$ cat src/sv/vfcm_pkg.sv
// Shared types, constants and lookup functions for the voxel face culling mesher.
package vfcm_pkg;

    localparam int unsigned COORD_BITS_DEFAULT = 15;
    localparam int unsigned KIND_BITS          = 4;
    localparam int unsigned NUM_FACES          = 6;
    localparam int unsigned COUNT_BITS         = 32;
    localparam int unsigned QUEUE_DEPTH        = 2;

    typedef logic [KIND_BITS-1:0]  kind_t;
    typedef logic [NUM_FACES-1:0]  face_mask_t;
    typedef logic [COUNT_BITS-1:0] count_t;

    typedef enum logic [2:0] {
        FACE_UP    = 3'd0,
        FACE_DOWN  = 3'd1,
        FACE_LEFT  = 3'd2,
        FACE_RIGHT = 3'd3,
        FACE_FRONT = 3'd4,
        FACE_BACK  = 3'd5
    } face_t;

    localparam kind_t KIND_AIR    = 4'd0;
    localparam kind_t KIND_LEAVES = 4'd8;
    localparam kind_t KIND_WATER  = 4'd9;
    localparam kind_t KIND_GRASS  = 4'd10;

    // Offset bits {x, y, z} of one corner of one face.
    function automatic logic [2:0] corner_offset(input face_t face, input logic [1:0] crn);
        logic [11:0] row;
        begin
            case (face)
                FACE_UP:    row = {3'b110, 3'b010, 3'b011, 3'b111};
                FACE_DOWN:  row = {3'b000, 3'b100, 3'b101, 3'b001};
                FACE_LEFT:  row = {3'b011, 3'b010, 3'b000, 3'b001};
                FACE_RIGHT: row = {3'b110, 3'b111, 3'b101, 3'b100};
                FACE_FRONT: row = {3'b111, 3'b011, 3'b001, 3'b101};
                FACE_BACK:  row = {3'b010, 3'b110, 3'b100, 3'b000};
                default:    row = 12'd0;
            endcase
            case (crn)
                2'd0:    corner_offset = row[11:9];
                2'd1:    corner_offset = row[8:6];
                2'd2:    corner_offset = row[5:3];
                default: corner_offset = row[2:0];
            endcase
        end
    endfunction

    // Texture layer by kind and face.
    function automatic logic [3:0] layer_of(input kind_t kind, input face_t face);
        logic top_face;
        logic bottom_face;
        begin
            top_face    = (face == FACE_UP);
            bottom_face = (face == FACE_DOWN);
            case (kind)
                4'd1:    layer_of = 4'd1;
                4'd2:    layer_of = top_face ? 4'd3 : (bottom_face ? 4'd4 : 4'd2);
                4'd3:    layer_of = 4'd4;
                4'd4:    layer_of = 4'd5;
                4'd5:    layer_of = 4'd6;
                4'd6:    layer_of = 4'd7;
                4'd7:    layer_of = (top_face || bottom_face) ? 4'd9 : 4'd8;
                4'd8:    layer_of = 4'd10;
                4'd9:    layer_of = 4'd11;
                4'd10:   layer_of = 4'd12;
                default: layer_of = 4'd0;
            endcase
        end
    endfunction

    // Lowest pending face of a mask.
    function automatic face_t lowest_face(input face_mask_t mask);
        begin
            if (mask[0])      lowest_face = FACE_UP;
            else if (mask[1]) lowest_face = FACE_DOWN;
            else if (mask[2]) lowest_face = FACE_LEFT;
            else if (mask[3]) lowest_face = FACE_RIGHT;
            else if (mask[4]) lowest_face = FACE_FRONT;
            else              lowest_face = FACE_BACK;
        end
    endfunction

endpackage

$ cat src/sv/vfcm_front.sv
// Front end: classify each voxel and queue those of an emitting kind that show at least one face.
module vfcm_front #(
    parameter int unsigned COORD_BITS = vfcm_pkg::COORD_BITS_DEFAULT
) (
    input  logic                                    in_valid,
    output logic                                    in_stall,
    input  vfcm_pkg::kind_t                         block_kind,
    input  logic signed [COORD_BITS-1:0]            block_x,
    input  logic signed [COORD_BITS-1:0]            block_y,
    input  logic signed [COORD_BITS-1:0]            block_z,
    input  vfcm_pkg::kind_t                         neighbor_above,
    input  vfcm_pkg::kind_t                         neighbor_below,
    input  vfcm_pkg::kind_t                         neighbor_left,
    input  vfcm_pkg::kind_t                         neighbor_right,
    input  vfcm_pkg::kind_t                         neighbor_front,
    input  vfcm_pkg::kind_t                         neighbor_back,
    input  logic                                    q_full,
    output logic                                    q_push,
    output logic [vfcm_pkg::KIND_BITS+vfcm_pkg::NUM_FACES+3*COORD_BITS-1:0] q_push_data
);
    import vfcm_pkg::*;

    face_mask_t face_mask;
    logic       kind_emits;

    function automatic logic see_through(input kind_t nb, input kind_t kind);
        begin
            see_through = ((nb == KIND_AIR) || (nb == KIND_LEAVES) ||
                           (nb == KIND_WATER) || (nb == KIND_GRASS)) && (nb != kind);
        end
    endfunction

    // Mark visible faces in the order up, down, left, right, front, back.
    always_comb
    begin
        face_mask[0] = see_through(neighbor_above, block_kind);
        face_mask[1] = see_through(neighbor_below, block_kind);
        face_mask[2] = see_through(neighbor_left,  block_kind);
        face_mask[3] = see_through(neighbor_right, block_kind);
        face_mask[4] = see_through(neighbor_front, block_kind);
        face_mask[5] = see_through(neighbor_back,  block_kind);
        kind_emits   = (block_kind != KIND_AIR) && (block_kind < KIND_GRASS);
    end

    // Drop voxels with nothing to show; queue the rest.
    assign in_stall    = q_full;
    assign q_push      = in_valid && !q_full && kind_emits && (face_mask != '0);
    assign q_push_data = {block_kind, face_mask, block_x, block_y, block_z};

endmodule

$ cat src/sv/vfcm_queue.sv
// Short FIFO between the classifier and the vertex generator.
module vfcm_queue #(
    parameter int unsigned WIDTH = 8,
    parameter int unsigned DEPTH = vfcm_pkg::QUEUE_DEPTH
) (
    input  logic             clk,
    input  logic             rst_n,
    input  logic             push,
    input  logic [WIDTH-1:0] push_data,
    input  logic             pop,
    output logic             full,
    output logic             not_empty,
    output logic [WIDTH-1:0] head_data
);
    localparam int unsigned PTR_BITS = (DEPTH > 1) ? $clog2(DEPTH) : 1;
    localparam int unsigned CNT_BITS = $clog2(DEPTH + 1);

    logic [WIDTH-1:0]    mem [DEPTH];
    logic [PTR_BITS-1:0] wr_ptr_reg;
    logic [PTR_BITS-1:0] rd_ptr_reg;
    logic [CNT_BITS-1:0] fill_reg;

    assign full      = (fill_reg == CNT_BITS'(DEPTH));
    assign not_empty = (fill_reg != '0);
    assign head_data = mem[rd_ptr_reg];

    // Store the incoming entry.
    always_ff @(posedge clk)
    begin
        if (push)
        begin
            mem[wr_ptr_reg] <= push_data;
        end
    end

    // Advance pointers and fill count.
    always_ff @(posedge clk or negedge rst_n)
    begin
        if (!rst_n)
        begin
            wr_ptr_reg <= '0;
            rd_ptr_reg <= '0;
            fill_reg   <= '0;
        end
        else
        begin
            if (push)
            begin
                wr_ptr_reg <= (wr_ptr_reg == PTR_BITS'(DEPTH - 1)) ? '0 : wr_ptr_reg + 1'b1;
            end
            if (pop)
            begin
                rd_ptr_reg <= (rd_ptr_reg == PTR_BITS'(DEPTH - 1)) ? '0 : rd_ptr_reg + 1'b1;
            end
            if (push && !pop)
            begin
                fill_reg <= fill_reg + 1'b1;
            end
            else if (pop && !push)
            begin
                fill_reg <= fill_reg - 1'b1;
            end
        end
    end

endmodule

$ cat src/sv/vfcm_back.sv
// Back end: walk the visible faces of one voxel and emit four vertices per face.
module vfcm_back #(
    parameter int unsigned COORD_BITS = vfcm_pkg::COORD_BITS_DEFAULT
) (
    input  logic                                    clk,
    input  logic                                    rst_n,
    input  logic                                    q_not_empty,
    input  logic [vfcm_pkg::KIND_BITS+vfcm_pkg::NUM_FACES+3*COORD_BITS-1:0] q_head_data,
    output logic                                    q_pop,
    output logic                                    out_valid,
    input  logic                                    out_stall,
    output logic signed [COORD_BITS:0]              vertex_x,
    output logic signed [COORD_BITS:0]              vertex_y,
    output logic signed [COORD_BITS:0]              vertex_z,
    output logic [2:0]                              face_dir,
    output logic [1:0]                              corner,
    output logic [3:0]                              texture_layer,
    output logic                                    mesh_select,
    output vfcm_pkg::count_t                        vertex_index,
    output logic                                    last
);
    import vfcm_pkg::*;

    // Current voxel
    logic                  busy_reg, busy_next;
    face_mask_t            rem_reg, rem_next;
    logic [1:0]            corner_reg, corner_next;
    kind_t                 kind_reg;
    logic [COORD_BITS-1:0] x_reg, y_reg, z_reg;

    // Mesh counters
    count_t                solid_count_reg, solid_count_next;
    count_t                water_count_reg, water_count_next;

    // Output register
    logic                  out_valid_reg, out_valid_next;
    logic [COORD_BITS:0]   vx_reg, vy_reg, vz_reg;
    face_t                 face_out_reg;
    logic [1:0]            corner_out_reg;
    logic [3:0]            layer_out_reg;
    logic                  mesh_out_reg;
    count_t                index_out_reg;
    logic                  last_out_reg;

    // Unpacked queue head
    kind_t                 head_kind;
    face_mask_t            head_mask;
    logic [COORD_BITS-1:0] head_x, head_y, head_z;

    face_t                 cur_face;
    face_mask_t            rem_after;
    logic [2:0]            offs;
    logic                  water;
    logic                  out_load;
    logic                  emit;
    logic                  finishing;

    assign {head_kind, head_mask, head_x, head_y, head_z} = q_head_data;

    // Pick the face and corner to emit now.
    always_comb
    begin
        cur_face  = lowest_face(rem_reg);
        rem_after = rem_reg & ~(face_mask_t'(1) << cur_face);
        offs      = corner_offset(cur_face, corner_reg);
        water     = (kind_reg == KIND_WATER);
        out_load  = !out_valid_reg || !out_stall;
        emit      = busy_reg && out_load;
        finishing = emit && (corner_reg == 2'd3) && (rem_after == '0);
        q_pop     = q_not_empty && (!busy_reg || finishing);
    end

    // Advance through corners and faces; take the next voxel as this one ends.
    always_comb
    begin
        busy_next        = busy_reg;
        rem_next         = rem_reg;
        corner_next      = corner_reg;
        solid_count_next = solid_count_reg;
        water_count_next = water_count_reg;
        out_valid_next   = out_valid_reg;
        if (q_pop)
        begin
            busy_next   = 1'b1;
            rem_next    = head_mask;
            corner_next = 2'd0;
        end
        else if (finishing)
        begin
            busy_next = 1'b0;
        end
        else if (emit)
        begin
            corner_next = corner_reg + 2'd1;
            if (corner_reg == 2'd3)
            begin
                rem_next = rem_after;
            end
        end
        if (emit)
        begin
            out_valid_next = 1'b1;
            if (water)
            begin
                water_count_next = water_count_reg + 1'b1;
            end
            else
            begin
                solid_count_next = solid_count_reg + 1'b1;
            end
        end
        else if (out_load)
        begin
            out_valid_next = 1'b0;
        end
    end

    // Control state
    always_ff @(posedge clk or negedge rst_n)
    begin
        if (!rst_n)
        begin
            busy_reg        <= 1'b0;
            rem_reg         <= '0;
            corner_reg      <= 2'd0;
            solid_count_reg <= '0;
            water_count_reg <= '0;
            out_valid_reg   <= 1'b0;
        end
        else
        begin
            busy_reg        <= busy_next;
            rem_reg         <= rem_next;
            corner_reg      <= corner_next;
            solid_count_reg <= solid_count_next;
            water_count_reg <= water_count_next;
            out_valid_reg   <= out_valid_next;
        end
    end

    // Voxel payload
    always_ff @(posedge clk)
    begin
        if (q_pop)
        begin
            kind_reg <= head_kind;
            x_reg    <= head_x;
            y_reg    <= head_y;
            z_reg    <= head_z;
        end
    end

    // Vertex payload
    always_ff @(posedge clk)
    begin
        if (emit)
        begin
            vx_reg         <= {x_reg[COORD_BITS-1], x_reg} + {{COORD_BITS{1'b0}}, offs[2]};
            vy_reg         <= {y_reg[COORD_BITS-1], y_reg} + {{COORD_BITS{1'b0}}, offs[1]};
            vz_reg         <= {z_reg[COORD_BITS-1], z_reg} + {{COORD_BITS{1'b0}}, offs[0]};
            face_out_reg   <= cur_face;
            corner_out_reg <= corner_reg;
            layer_out_reg  <= layer_of(kind_reg, cur_face);
            mesh_out_reg   <= water;
            index_out_reg  <= water ? water_count_reg : solid_count_reg;
            last_out_reg   <= finishing;
        end
    end

    assign out_valid     = out_valid_reg;
    assign vertex_x      = vx_reg;
    assign vertex_y      = vy_reg;
    assign vertex_z      = vz_reg;
    assign face_dir      = face_out_reg;
    assign corner        = corner_out_reg;
    assign texture_layer = layer_out_reg;
    assign mesh_select   = mesh_out_reg;
    assign vertex_index  = index_out_reg;
    assign last          = last_out_reg;

endmodule

$ cat src/sv/voxel_face_cull_mesher.sv
// Top level of the voxel face culling mesher: classifier, queue and vertex generator.
//
// One voxel item enters per cycle while the two-entry queue has room. Voxels that
// show no face (air, grass, kinds above ten, or all neighbors opaque or alike) are
// dropped at the input. Each queued voxel then gives four vertex items per visible
// face, one per cycle while out_stall is low; the vertex generator sets the sustained
// rate. The last vertex of a voxel carries last high, and the next voxel is popped
// from the queue as that last vertex is registered. Solid and water vertices are
// numbered by separate 32-bit counters that clear at reset and wrap.
module voxel_face_cull_mesher #(
    parameter int unsigned COORD_BITS = vfcm_pkg::COORD_BITS_DEFAULT
) (
    input  logic                         clk,
    input  logic                         rst_n,
    input  logic                         in_valid,
    output logic                         in_stall,
    input  vfcm_pkg::kind_t              block_kind,
    input  logic signed [COORD_BITS-1:0] block_x,
    input  logic signed [COORD_BITS-1:0] block_y,
    input  logic signed [COORD_BITS-1:0] block_z,
    input  vfcm_pkg::kind_t              neighbor_above,
    input  vfcm_pkg::kind_t              neighbor_below,
    input  vfcm_pkg::kind_t              neighbor_left,
    input  vfcm_pkg::kind_t              neighbor_right,
    input  vfcm_pkg::kind_t              neighbor_front,
    input  vfcm_pkg::kind_t              neighbor_back,
    output logic                         out_valid,
    input  logic                         out_stall,
    output logic signed [COORD_BITS:0]   vertex_x,
    output logic signed [COORD_BITS:0]   vertex_y,
    output logic signed [COORD_BITS:0]   vertex_z,
    output logic [2:0]                   face_dir,
    output logic [1:0]                   corner,
    output logic [3:0]                   texture_layer,
    output logic                         mesh_select,
    output vfcm_pkg::count_t             vertex_index,
    output logic                         last
);
    import vfcm_pkg::*;

    localparam int unsigned ENTRY_BITS = KIND_BITS + NUM_FACES + 3 * COORD_BITS;

    logic                  q_full;
    logic                  q_push;
    logic                  q_pop;
    logic                  q_not_empty;
    logic [ENTRY_BITS-1:0] q_push_data;
    logic [ENTRY_BITS-1:0] q_head_data;

    vfcm_front #(
        .COORD_BITS (COORD_BITS)
    ) u_front (
        .in_valid       (in_valid),
        .in_stall       (in_stall),
        .block_kind     (block_kind),
        .block_x        (block_x),
        .block_y        (block_y),
        .block_z        (block_z),
        .neighbor_above (neighbor_above),
        .neighbor_below (neighbor_below),
        .neighbor_left  (neighbor_left),
        .neighbor_right (neighbor_right),
        .neighbor_front (neighbor_front),
        .neighbor_back  (neighbor_back),
        .q_full         (q_full),
        .q_push         (q_push),
        .q_push_data    (q_push_data)
    );

    vfcm_queue #(
        .WIDTH (ENTRY_BITS),
        .DEPTH (QUEUE_DEPTH)
    ) u_queue (
        .clk       (clk),
        .rst_n     (rst_n),
        .push      (q_push),
        .push_data (q_push_data),
        .pop       (q_pop),
        .full      (q_full),
        .not_empty (q_not_empty),
        .head_data (q_head_data)
    );

    vfcm_back #(
        .COORD_BITS (COORD_BITS)
    ) u_back (
        .clk           (clk),
        .rst_n         (rst_n),
        .q_not_empty   (q_not_empty),
        .q_head_data   (q_head_data),
        .q_pop         (q_pop),
        .out_valid     (out_valid),
        .out_stall     (out_stall),
        .vertex_x      (vertex_x),
        .vertex_y      (vertex_y),
        .vertex_z      (vertex_z),
        .face_dir      (face_dir),
        .corner        (corner),
        .texture_layer (texture_layer),
        .mesh_select   (mesh_select),
        .vertex_index  (vertex_index),
        .last          (last)
    );

endmodule

$ cat config.mk
export PLATFORM = sky130hd
export DESIGN_NAME = voxel_face_cull_mesher
export DESIGN_NICKNAME = d
export VERILOG_FILES = /design/src/sv/vfcm_pkg.sv /design/src/sv/vfcm_front.sv /design/src/sv/vfcm_queue.sv /design/src/sv/vfcm_back.sv /design/src/sv/voxel_face_cull_mesher.sv
export SDC_FILE = /design/constraint.sdc
export NUM_CORES = 1
export LEC_CHECK = 0
export ABC_CLOCK_PERIOD_IN_PS = 4450
export BUFFER_PORTS_ARGS = -buffer_cell sky130_fd_sc_hd__clkbuf_2
export CAP_MARGIN = 20
export CORE_ASPECT_RATIO = 0.7
export CORE_MARGIN = 5
export CORE_UTILIZATION = 35
export CTS_CLUSTER_DIAMETER = 100
export DETAILED_ROUTE_END_ITERATION = 6
export HOLD_SLACK_MARGIN = 0.05
export PLACE_DENSITY = 0.63
export SYNTH_ARGS = -nofsm -noshare
export SYNTH_HDL_FRONTEND = slang
export SYNTH_HIERARCHICAL = 1
export SYNTH_SLANG_ARGS = --single-unit
$ cat constraint.sdc
create_clock -name clk -period 4.45 [get_ports clk]
set_clock_uncertainty 0.05 [all_clocks]
set_input_delay 0.2225 -clock clk [delete_from_list [all_inputs] [get_ports clk]]
set_output_delay 0.2225 -clock clk [all_outputs]
set_load 0.1 [all_outputs]
==> qor.txt <==
outcome: complete, no violations
Nets: 1226
Worst path max stage delay: 0.83 ns
largest net degree at the start of global routing: 79
Crit. End Element: flip-flop
die area: 0.0446 sq mm
Critical Path Source Type: flip-flop
fin crit share: 68.0%
Residual DRC: 0
Core Rows: 61
routability congestion estimate from global placement: 0.757
Yosys top cell area share: 53.1%
Worst Max-Slew Pin Slew: 1.04 ns
Worst-path clk slew: 0.06 ns
register-to-register setup slack: 1.42 ns
Slew Viols, Final: 0
FF-to-FF End: u_back/water_count_reg[28]$_DFFE_PN0P_
number of synthesized flops with an enable pin: 250
Crit Path Max Fanout: 42
Worst Path Required: 4.81 ns
initial DRC count: 493
Worst-Skew Late Latency: 0.53 ns
IO Port Bufs: 169
DR vias/cell: 4.67
Worst R2R Path Depth: 5
first-pass GRT wire length: 43900 um
Die X-Extent: 250 um
FMAX: 330 MHz
Sum Neg Setup Slack: 0 ns
CTS tree: yes
TritonCTS Sinks: 328
Unique masters post-synth: 57
antenna diode count: 0
crit-path cells: and4bb_4, nand4_1, nor4_2, nand3_1, xnor2_1
final hold viol count: 0
pre-CTS setup slack: 1.26 ns
final wirelength: 27900 um
CTS resizes: 0
critical path launch point: u_back/kind_reg[2]$_DFFE_PP_
vias in the first global route: 7890
worst setup path end: u_back/water_count_reg[28]$_DFFE_PN0P_
detailed placement HPWL: 18600 um
Pwr Density: 604 mW/mm^2
post-synth net total: 1033
layout cells sized above 1: 28.7%
Ys Warns: 6
Die Y: 178 um
largest area contributor in the netlist: edfxtp_1
global-route met1 utilization: 17.2%
number of synthesized register bits: 328
GR peak layer: met2
clk buf depth: 3
fin crit period: 3.03 ns
Synth area leaders: edfxtp_1 53%, dfrtp_1 14%, xnor2_1 4.6%
drt first pass iters: 5
initial antenna violation count: 0
Most flops, register: u_queue/mem
setup ws final: 1.42 ns
most frequent cell after synthesis: edfxtp_1
DR vias: 7933
Peak VDD IR: 589 uV
final setup violation count: 0
Worst slew margin: 30.5%
H-tree depth: 2
WP data arrival: 3.39 ns
max_cap viols: 0
crit path kind: flip-flop to flip-flop
leakage: 6.62 nW
starting density of the core: 35.5%
IO Pins: 170
met2 Use GR: 19.7%
max reg flops: 110
Overflow after GRT: 0
Mean Syn Cell Area: 15.0 sq um
Synth Instances: 942
Area growth, synth to finish: 19.5%
Main synth FF type: edfxtp_1
M3 GR Usage: 2.90%
CTS root buffer: clkbuf_16
HP Class: input port to flip-flop
Post-synth top cells: 250 x edfxtp_1, 78 x dfrtp_1, 74 x xnor2_1, 53 x xor2_1, 51 x buf_4
clock buffer count from CTS: 35
async set-reset flop share out of synthesis: 23.8%
RSZ-0062 raised after global routing: false
Syn Std Cell Area: 0.0141 sq mm
sequential area share after synthesis: 66.9%
r2r startpoint: u_back/kind_reg[2]$_DFFE_PP_
Avg WL per Cell: 16.4 um
global-route usage over all layers: 12.4%
CP max-delay cell: and4bb_4
core area: 0.0398 sq mm
antenna viol nets, final: 0
## worst min-delay path by stage
stage                  start                           end  cells after the start
3_3_place_gp     block_z[11]  u_queue/mem[0][11]$_DFFE_PP_                      1
6_report       block_kind[0]  u_queue/mem[1][51]$_DFFE_PP_                      1
3_5_place_dp      block_y[1]  u_queue/mem[1][16]$_DFFE_PP_                      1
5_1_grt        block_kind[0]  u_queue/mem[1][51]$_DFFE_PP_                      1
2_1_floorplan          rst_n   u_back/busy_reg$_DFFE_PN0P_                      0
4_1_cts        block_kind[0]  u_queue/mem[1][51]$_DFFE_PP_                      1
## worst max-delay path: cells and delay by family, from the launching register on
family	cells	cell delay [ns]
AND/OR/NAND/NOR	4	2.18
flip-flops	1	0.50
XOR/XNOR	1	0.17
## where the power goes
part	internal (W)	switching, W
combinational	0.000841	0.00212
sequential	0.00396	0.000463
clock	0.00161	0.00121
## final cells by class
cell class / count / area, sq um
timing repair buffer: 230 / 1470
clock buffer: 45 / 965
tap: 535 / 669
sequential: 328 / 9460
clock inverter: 19 / 156
fill: 3614 / 22900
inverter: 21 / 81.3
multi-input combinational: 519 / 4090
## cells in the final DEF (no fill, tap or decap), drive strengths merged, types with 15 or more instances in the layout
cell         instances
dlygate4sd3         54
nand3               45
inv                 23
nor3                17
xor2                53
clkinv              15
nor2                41
mux2                89
xnor2               74
edfxtp             250
dfrtp               78
nand2               49
nand4               26
and3                15
clkbuf             214
## per-stage QoR
step           util, %  power (W)  instance area [sq um]  cells  hold slack [ns]
3_5_place_dp      38.2    0.00745                  15200   1577            0.365
5_1_grt           42.4     0.0107                  16900   1697            0.111
6_report          42.4     0.0102                  16900   1697            0.114
2_1_floorplan        -    0.00686                  14100    942           -0.123
3_3_place_gp      38.2    0.00742                  15200   1577            0.363
4_1_cts           42.3     0.0104                  16900   1695           0.0951
## layer usage
| layer | wire (um) | share of wire (%) |
|---|---|---|
| met5 | 0 | 0 |
| met4 | 619 | 2.2 |
| met3 | 1700 | 6.1 |
| met2 | 13000 | 46 |
| met1 | 12600 | 45 |
## what timing repair did
| item | in CTS | in global routing |
|---|---|---|
| buffers inserted | 0 | 0 |
| hold endpoints to repair | 183 | 0 |
| hold buffers | 54 | 0 |
## cells by family (layout without fill, tap and decap cells)
logic type               count (synthesis)  in the layout  share of synthesized area, %
AO/OA/AOI/OAI                           47             47                          2.21
XOR/XNOR                               127            127                          7.87
adder cells (fa/ha/maj)                 20             20                          1.66
multiplexers                            91             91                          8.29
flip-flops                             328            328                          66.9
AND/OR/NAND/NOR                        234            234                          8.80
buffers and inverters                   95            315                          4.28
Power figures use the tool's default switching activity.
